## src/lstp_fifo.sv

```systemverilog
`timescale 1ns / 1ps
// Four-entry job queue between the sample filter and the point engine.
// No dependencies.
module lstp_fifo #(
    parameter int WIDTH = 30
) (
    input  logic             i_clk,
    input  logic             i_rst_n,
    input  logic             i_push,
    input  logic [WIDTH-1:0] i_data,
    output logic             o_full,
    input  logic             i_pop,
    output logic             o_valid,
    output logic [WIDTH-1:0] o_data
);
    logic [WIDTH-1:0] r_mem [4];
    logic [1:0] r_wr;
    logic [1:0] r_rd;
    logic [2:0] r_cnt;
    logic       c_pop;

    assign o_full  = (r_cnt == 3'd4);
    assign o_valid = (r_cnt != 3'd0);
    assign o_data  = r_mem[r_rd];
    assign c_pop   = i_pop && o_valid;

    always_ff @(posedge i_clk) begin
        if (i_push) begin
            r_mem[r_wr] <= i_data;
        end
    end

    always_ff @(posedge i_clk) begin
        if (!i_rst_n) begin
            r_wr  <= 2'd0;
            r_rd  <= 2'd0;
            r_cnt <= 3'd0;
        end else begin
            if (i_push) begin
                r_wr <= r_wr + 2'd1;
            end
            if (c_pop) begin
                r_rd <= r_rd + 2'd1;
            end
            r_cnt <= r_cnt + {2'd0, i_push} - {2'd0, c_pop};
        end
    end
endmodule

```

## config.mk

```make
export PLATFORM = sky130hd
export DESIGN_NAME = lstp_fifo
export DESIGN_NICKNAME = d
export VERILOG_FILES = /design/src/lstp_fifo.sv
export SDC_FILE = /design/constraint.sdc
export NUM_CORES = 1
export LEC_CHECK = 0
export ABC_AREA = 1
export BUFFER_PORTS_ARGS = -buffer_cell sky130_fd_sc_hd__buf_4
export CORE_ASPECT_RATIO = 0.6
export CORE_MARGIN = 10
export CORE_UTILIZATION = 64
export CTS_BUF_LIST = sky130_fd_sc_hd__clkbuf_8
export DETAILED_ROUTE_END_ITERATION = 8
export GPL_TIMING_DRIVEN = 0
export PLACE_DENSITY_LB_ADDON = 0.15
export SYNTH_ARGS = -nofsm -noshare
export SYNTH_HDL_FRONTEND = slang
export SYNTH_SLANG_ARGS = --single-unit
```

## constraint.sdc

```tcl
create_clock -name i_clk -period 4.9 [get_ports i_clk]
set_clock_uncertainty 0.05 [all_clocks]
set_input_delay 1.47 -clock i_clk [delete_from_list [all_inputs] [get_ports i_clk]]
set_output_delay 1.47 -clock i_clk [all_outputs]
set_load 0.03 [all_outputs]
```

==> results of run 1 <==
## worst paths after layout
path / start / to
max reg2reg: r_wr[0] / r_mem[2][1]
min: r_rd[0] / flop
max: flop / o_data[20]
min reg2reg: r_rd[0] / flop
## per-stage QoR
step	hold WS (ns)	util	power (W)
6_report	0.449	0.814	0.00309
5_1_grt	0.514	0.814	0.00323
4_1_cts	0.450	0.807	0.00309
3_5_place_dp	0.421	0.755	0.00223
3_3_place_gp	0.414	0.755	0.00221
2_1_floorplan	0.398	-	0.00191
## routing by layer
layer  vias to the layer above  wire length, um  part of all wire  GRT usage
met5                         -                0                 0          0
met4                         0               71            0.0070     0.0728
met3                         9              726             0.072     0.0571
met2                       129             4900              0.48      0.282
met1                      1462             4430              0.44      0.221
li1                       1469                -                 -          -
## layout by cell type, fill, tap and decap left out, types with 2 or more instances in the layout
cell,n
o21ai_1,30
ha_1,6
a21oi_1,5
inv_1,16
bufinv_16,3
nand2_1,14
edfxtp_1,120
clkinv_1,5
buf_4,68
o22ai_1,30
nor2_1,66
nand3_1,2
clkinv_2,5
buf_6,10
dfxtp_1,9
buf_2,6
clkbuf_8,17
o21ai_0,32
buf_16,2
## state kept, by name, indices dropped and copies added (netlist names), named ones only
register and count:
r_cnt 3, r_mem 120, r_rd 2, r_wr 2
## logic make-up (layout without fill, tap and decap cells)
family / Yosys count / after routing / synth area share
AOI/OAI and AO/OA: 98 / 98 / 0.107
DFF: 129 / 129 / 0.763
adders and majority gates: 7 / 7 / 0.0192
and+or+nand+nor: 82 / 82 / 0.0626
buffers and inverters: 36 / 135 / 0.0477
## power by group through the flow
stage / combinational, W / clock, W / sequential [W]
2_1_floorplan: 0.000599 / 0 / 0.00131
3_3_place_gp: 0.000900 / 0 / 0.00131
3_5_place_dp: 0.000917 / 0 / 0.00132
4_1_cts: 0.000923 / 0.000877 / 0.00129
5_1_grt: 0.00100 / 0.000927 / 0.00130
6_report: 0.000926 / 0.000873 / 0.00129
## synthesized netlist by cell type
| library cell | instances | area [um2] |
|---|---|---|
| inv_8 | 1 | 11.3 |
| buf_4 | 3 | 22.5 |
| a21boi_0 | 1 | 7.51 |
| edfxtp_1 | 120 | 3600 |
| buf_6 | 10 | 113 |
| buf_2 | 6 | 30.0 |
| o21ai_0 | 32 | 160 |
| fa_1 | 1 | 20.0 |
| o22ai_1 | 30 | 188 |
| nor2_1 | 66 | 248 |
| o21ai_1 | 30 | 150 |
| inv_1 | 16 | 60.1 |
| ha_1 | 6 | 75.1 |
| a21oi_1 | 5 | 25.0 |
| nand2_1 | 14 | 52.6 |
| dfxtp_1 | 9 | 180 |
| nand3_1 | 2 | 10.0 |
## final cells by class
cell class / instances / area share
flip-flops and latches: 129 / 0.629
multi-input cells: 187 / 0.156
repair buffers: 67 / 0.0903
plain buffers: 19 / 0.0275
inverters: 17 / 0.0119
well taps: 104 / 0.0216
clock buffers: 17 / 0.0389
clock inverters: 15 / 0.0250
## worst reg2reg max path: cells and delay by family (launching register included)
kind                     cells  cell delay, ns
buffers and inverters        2            1.04
flip-flops                   1            0.34
adder cells (fa/ha/maj)      1            0.16
AND/OR/NAND/NOR              1            0.05
==> impl_metrics.tcl, run 1 <==
set metrics [dict create \
    status "finished clean" \
    grt_overflow 0 \
    yosysUniqueCellTypes 17 \
    path_cells "buf_2 > o21ai_0 > o22ai_1 > buf_4" \
    fin_crit_sh 0.647 \
    synth-warning-count 0 \
    yosysSeqAreaShare 0.763 \
    dp.cells 521 \
    setup_viol 0 \
    slew_headroom 0.129 \
    grt_use_total 0.176 \
    path_class "flop to output pin" \
    clock_latency_ns 0.42 \
    maxCapViolations 0 \
    post-cts-setup-buffers 0 \
    drive_above_1_share 0.253 \
    grt_pass1_wl_um 15800 \
    period_needed_ns 3.17 \
    first_global_vias 3166 \
    antenna_left 0 \
    start_util 0.671 \
    clockRootBuffer "clkbuf_8" \
    clock.fmax_ghz 0.315 \
    cts_resized 0 \
    dr.pass1.iters 4 \
    crit_fanout 10 \
    ioPinCount 66 \
    cts_max_level 4 \
    grt_start_max_net_pins 31 \
    dpl.hpwl_um 6230 \
    hold_viol 0 \
    min_path_type "flop to flop" \
    cp_top_family "buffers and inverters" \
    ys_seq_elements 129 \
    placed_area_um2 5570 \
    swShare 0.324 \
    power.internal_w 0.00209 \
    gp_congestion 0.748 \
    insertedDiodeCount 0 \
    vdd.ir_drop.worst_uv 509 \
    worst-r2r-setup-slack_ns 2.86 \
    drt-total-wl_um 10100 \
    grt_setup_unrepaired "no" \
    critical_path_required_ns 3.38 \
    chipHeight_um 88.2 \
    drv_slew 0 \
    netlist_area_um2 4960 \
    synthCells 352 \
    syn_to_final_growth_pct 21.3 \
    antenna_found_initial 0 \
    drt_iter0_markers 286 \
    seqPwrFrac 0.418 \
    die_area_um2 11800 \
    worstSetupEndpointType "output pin" \
    cts_tree "built" \
    setup_slack_ns 1.73 \
    cp_slowest_stage_delay_ns 0.38 \
    power.leakage_nw 2.25 \
    layout.cells.non_filler 555 \
    nNetsFinal 479 \
    drc 0 \
    p_per_area_nw_per_um2 514 \
    reg2reg_depth 4 \
    cts_max_path_buffers 2 \
    wl_per_cell_um 18.2 \
    worst_path_max_delay_cell "dfxtp_1" \
    tns_ns 0 \
    cts_made_buffers 17 \
    multi_input_area_um2 936 \
    clock-sinks 129 \
    cp.buffers_inverters 2 \
    register_area_um2 3780 \
    ctsHoldBuffers 0 \
    pre_cts_slack_ns 1.82 \
    power_switching_w 0.00100 \
    startpoint_type "flop" \
    rows 24 \
    avgSynthCellArea_um2 14.1 \
    port_buffers 65 \
    path_clk_slew_ns 0.07 \
    core_um2 7390 \
    combPwrFrac 0.300 \
    vias_per_cell 5.53 \
    num_vias 3069 \
    syn_nets 393 \
    final_cell_area_um2 6010 \
    fill_cells 429 \
    die_x_um 134 \
    power_frac_clock 0.282 \
    tightest_slew_ns 1.31 \
    cp.arrival_ns 1.65 \
    cp.depth 4 \
    min_path_cells 2 \
]
No activity file was read; power rests on OpenSTA's default activity.
==> inputs of run 2 (changes only) <==
Settings changed: CORE_UTILIZATION 64 to 53.
Clock period 4.9 ns to 2.9 ns, I/O delays scaled along.
==> impl_metrics.tcl, run 2 (synthesis gave the netlist of run 1 again) <==
set metrics [dict create \
    status "finished clean" \
    core_um2 9160 \
    critical_path_required_ns 1.98 \
    drc 0 \
    regMostFlops "r_mem" \
    chipHeight_um 94.9 \
    cp.arrival_ns 1.65 \
    register_area_um2 3780 \
    dp.cells 547 \
    layout.cells.non_filler 581 \
    grt_overflow 0 \
    cts_max_level 4 \
    grt_pass1_wl_um 15400 \
    antenna_left 0 \
    whs_ns 0.466 \
    top_regs "r_mem (120), r_cnt (3)" \
    grt_use_total 0.151 \
    die_x_um 145 \
    setup_viol 0 \
    vdd.ir_drop.worst_uv 417 \
    die_area_um2 13700 \
    crit_fanout 10 \
    start_util 0.541 \
    layout.cells.most_common "edfxtp_1" \
    pre_cts_slack_ns 0.379 \
    ctsHoldBuffers 0 \
    dpl.hpwl_um 6100 \
    period_needed_ns 2.57 \
    clock-sinks 129 \
    syn_to_final_growth_pct 23.3 \
    fill_cells 659 \
    hold_viol 0 \
    cts_tree "built" \
    path_cells "buf_2 > o21ai_0 > o22ai_1 > buf_4" \
    dr.pass1.iters 5 \
    startpoint_type "flop" \
    final_cell_mix "120 x edfxtp_1, 68 x buf_4, 66 x nor2_1" \
    rows 27 \
    first_global_vias 3022 \
    multi_input_area_um2 936 \
    tns_ns 0 \
    slew_headroom 0.136 \
    grt_setup_unrepaired "no" \
    cts_made_buffers 17 \
    power.leakage_nw 2.26 \
    drv_slew 0 \
    clock.fmax_ghz 0.389 \
    fin_crit_sh 0.887 \
    drt_iter0_markers 238 \
    vias_per_cell 5.15 \
    clock_latency_ns 0.43 \
    antenna_found_initial 0 \
    tightest_slew_ns 1.29 \
    largest_register_ffs 120 \
    wl_per_cell_um 17.3 \
    nNetsFinal 479 \
    drt-total-wl_um 10000 \
    path_clk_slew_ns 0.07 \
    clockRootBuffer "clkbuf_8" \
    post-cts-setup-buffers 0 \
    maxCapViolations 0 \
    worstSetupEndpointType "output pin" \
    gp_congestion 0.701 \
    min_path_type "flop to flop" \
    worst_path_max_delay_cell "dfxtp_1" \
    ioPinCount 66 \
    cp_top_family "buffers and inverters" \
    port_buffers 65 \
    path_class "flop to output pin" \
    insertedDiodeCount 0 \
    setup_slack_ns 0.329 \
    num_vias 2995 \
    cts_max_path_buffers 2 \
    p_per_area_nw_per_um2 890 \
    cp.buffers_inverters 2 \
    drive_above_1_share 0.259 \
    grt_start_max_net_pins 31 \
    cp_slowest_stage_delay_ns 0.38 \
    cts_resized 0 \
]
[run 2: changes by cell type in the layout (fill, tap and decap cells not counted)]
cell,previous run,this run
clkinv_2,5,2
inv_6,0,1
clkinvlp_4,1,4
bufinv_16,3,5
clkinv_1,5,4
inv_1,16,14
[run 2: report_power, final]
group	internal, W	leakage [nW]	switching [W]
clock	0.00102	0.213	0.000691
combinational	0.000558	0.866	0.000999
sequential	0.00214	1.18	0.0000345
total	0.00372	2.26	0.00172
[run 2: tightest hold or removal path: cells and delay by family, from the launching register on]
kind / cells / cell delay, ns
compound gates: 1 / 0.06
simple gates: 1 / 0.08
flops: 1 / 0.34
[run 2: metal layers]
layer | global-route usage | wire length, um
met1 | 0.190 | 4370
met2 | 0.231 | 4570
met3 | 0.0556 | 944
met4 | 0.0653 | 150
met5 | 0 | 0
[run 2: worst paths after layout]
path         cells past startpoint           to  startpoint  slack [ns]
max                              4   o_data[15]        flop        0.33
min                              2      r_rd[0]     r_rd[0]        0.47
max reg2reg                      4  r_mem[1][0]     r_wr[1]        0.86
min reg2reg                      2      r_rd[0]     r_rd[0]        0.47
[run 2: final cells by class]
type / instances / area share
Sequential cell: 129 / 0.619
Multi-Input combinational cell: 187 / 0.153
Timing Repair Buffer: 67 / 0.0889
Clock buffer: 17 / 0.0383
Clock inverter: 15 / 0.0352
Buffer: 19 / 0.0270
Tap cell: 130 / 0.0266
Inverter: 17 / 0.0117
[run 2: metrics by stage]
stage / instance area (um2) / power, W / utilization
final: 6110 / 0.00544 / 0.667
after global routing: 6110 / 0.00570 / 0.667
after CTS: 6060 / 0.00547 / 0.661
after detailed placement: 5610 / 0.00378 / 0.612
after global placement: 5610 / 0.00376 / 0.612
after floorplan: 4960 / 0.00322 / -
==> inputs of run 3 (changes only) <==
Settings changed: CELL_PAD_IN_SITES_DETAIL_PLACEMENT set to 0, CELL_PAD_IN_SITES_GLOBAL_PLACEMENT set to 2, CORE_MARGIN 10 to not set, CORE_UTILIZATION 53 to 42.
Clock period 2.9 ns to 2.55 ns, I/O delays scaled along.
==> impl_metrics.tcl, run 3 (synthesis gave the netlist of run 1 again) <==
set metrics [dict create \
    gp_congestion 0.711 \
    syn_to_final_growth_pct 23.7 \
    path_class "flop to output pin" \
    die_x_um 142 \
    antenna_found_initial 0 \
    cts_tree "built" \
    tightest_slew_ns 0.618 \
    clock_latency_ns 0.42 \
    cts_max_path_buffers 2 \
    chipHeight_um 86.1 \
    swShare 0.339 \
    grt_setup_unrepaired "no" \
    seqPwrFrac 0.423 \
    antenna_left 0 \
    num_vias 2944 \
    dpl.hpwl_um 5950 \
    fin_total_pwr_w 0.00585 \
    die_area_um2 12300 \
    drive_above_1_share 0.269 \
    combPwrFrac 0.305 \
    nNetsFinal 481 \
    power.leakage_nw 2.23 \
    p_per_area_nw_per_um2 953 \
    min_path_type "flop to flop" \
    first_global_vias 2763 \
    vdd.ir_drop.worst_uv 425 \
    pre_cts_slack_ns 0.131 \
    port_buffers 65 \
    grt_overflow 0 \
    crit_fanout 10 \
    setup_slack_ns 0.104 \
    clockRootBuffer "clkbuf_8" \
    status "finished clean" \
    largest_register_ffs 120 \
    rows 30 \
    dr.pass1.iters 4 \
    slew_headroom 0.586 \
    clock.fmax_ghz 0.409 \
    whs_ns 0.435 \
    wl_per_cell_um 16.0 \
    power_switching_w 0.00198 \
    worstSetupEndpointType "output pin" \
    period_needed_ns 2.45 \
    grt_use_total 0.173 \
    ctsHoldBuffers 0 \
    top_regs "r_mem (120), r_cnt (3)" \
    critical_path_required_ns 1.74 \
    drv_slew 0 \
    power_frac_clock 0.272 \
    clock-sinks 129 \
    core_um2 11400 \
    grt_pass1_wl_um 14800 \
    final_cell_mix "120 x edfxtp_1, 68 x buf_4, 66 x nor2_1" \
    power.internal_w 0.00386 \
    maxCapViolations 0 \
    drt_iter0_markers 178 \
    tns_ns 0 \
    grt_start_max_net_pins 31 \
    setup_viol 0 \
    layout.cells.most_common "edfxtp_1" \
    path_clk_slew_ns 0.07 \
    drc 0 \
    cts_made_buffers 17 \
    regMostFlops "r_mem" \
    hold_viol 0 \
    drt-total-wl_um 9830 \
    insertedDiodeCount 0 \
    fin_crit_sh 0.959 \
    start_util 0.434 \
    ioPinCount 66 \
    startpoint_type "flop" \
    cts_max_level 4 \
    cp.arrival_ns 1.63 \
    vias_per_cell 4.80 \
]
## run 3: final timing paths
| check | end | depth (start not counted) | slack [ns] | startpoint |
|---|---|---|---|---|
| worst max-delay path | o_data[4] | 6 | 0.10 | flop |
| worst min-delay path | r_rd[0] | 2 | 0.44 | r_rd[0] |
| worst max register to register | r_cnt[2] | 8 | 0.77 | r_cnt[1] |
| worst min register to register | r_rd[0] | 2 | 0.44 | r_rd[0] |
## run 3: per-layer routing
metal	track usage	part of all wire	up-vias	wire length (um)
met5	0	0	-	0
met4	0.0850	0.012	0	118
met3	0.0480	0.050	11	488
met2	0.266	0.47	68	4600
met1	0.227	0.47	1395	4620
li1	-	-	1470	-
## run 3: critical path, cell delays in order (launching register included)
cell	delay (ns)
dfxtp_1	0.31
buf_6	0.14
inv_8	0.08
buf_6	0.15
nor2_1	0.06
o22ai_1	0.24
buf_4	0.21
## run 3: final cells by class
cell class | instances | area [um2]
Buffer | 19 | 174
Clock buffer | 17 | 234
Clock inverter | 15 | 136
Fill cell | 985 | 5280
Inverter | 17 | 71.3
Multi-Input combinational cell | 187 | 942
Sequential cell | 129 | 3780
Tap cell | 160 | 200
Timing Repair Buffer | 69 | 591
## run 3: power groups by stage
stage               Combinational [W]  Sequential, W  Clock [W]
floorplan                     0.00115        0.00251          0
global placement              0.00176        0.00252          0
detailed placement            0.00178        0.00252          0
CTS                           0.00178        0.00248    0.00162
global route                  0.00194        0.00248    0.00172
finish                        0.00178        0.00247    0.00159
## run 3: what timing repair did
item / 4_1_cts / 5_1_grt
gates resized for setup: 0 / 4
buffers inserted: 0 / 0
endpoints found under the hold margin: 0 / 0
setup endpoints to repair: 0 / 1
## run 3: through the flow
step	utilization	cell area (um2)	instances
2_1_floorplan	-	4960	352
3_3_place_gp	0.495	5640	577
3_5_place_dp	0.497	5670	578
4_1_cts	0.529	6040	610
5_1_grt	0.537	6130	613
6_report	0.537	6130	613
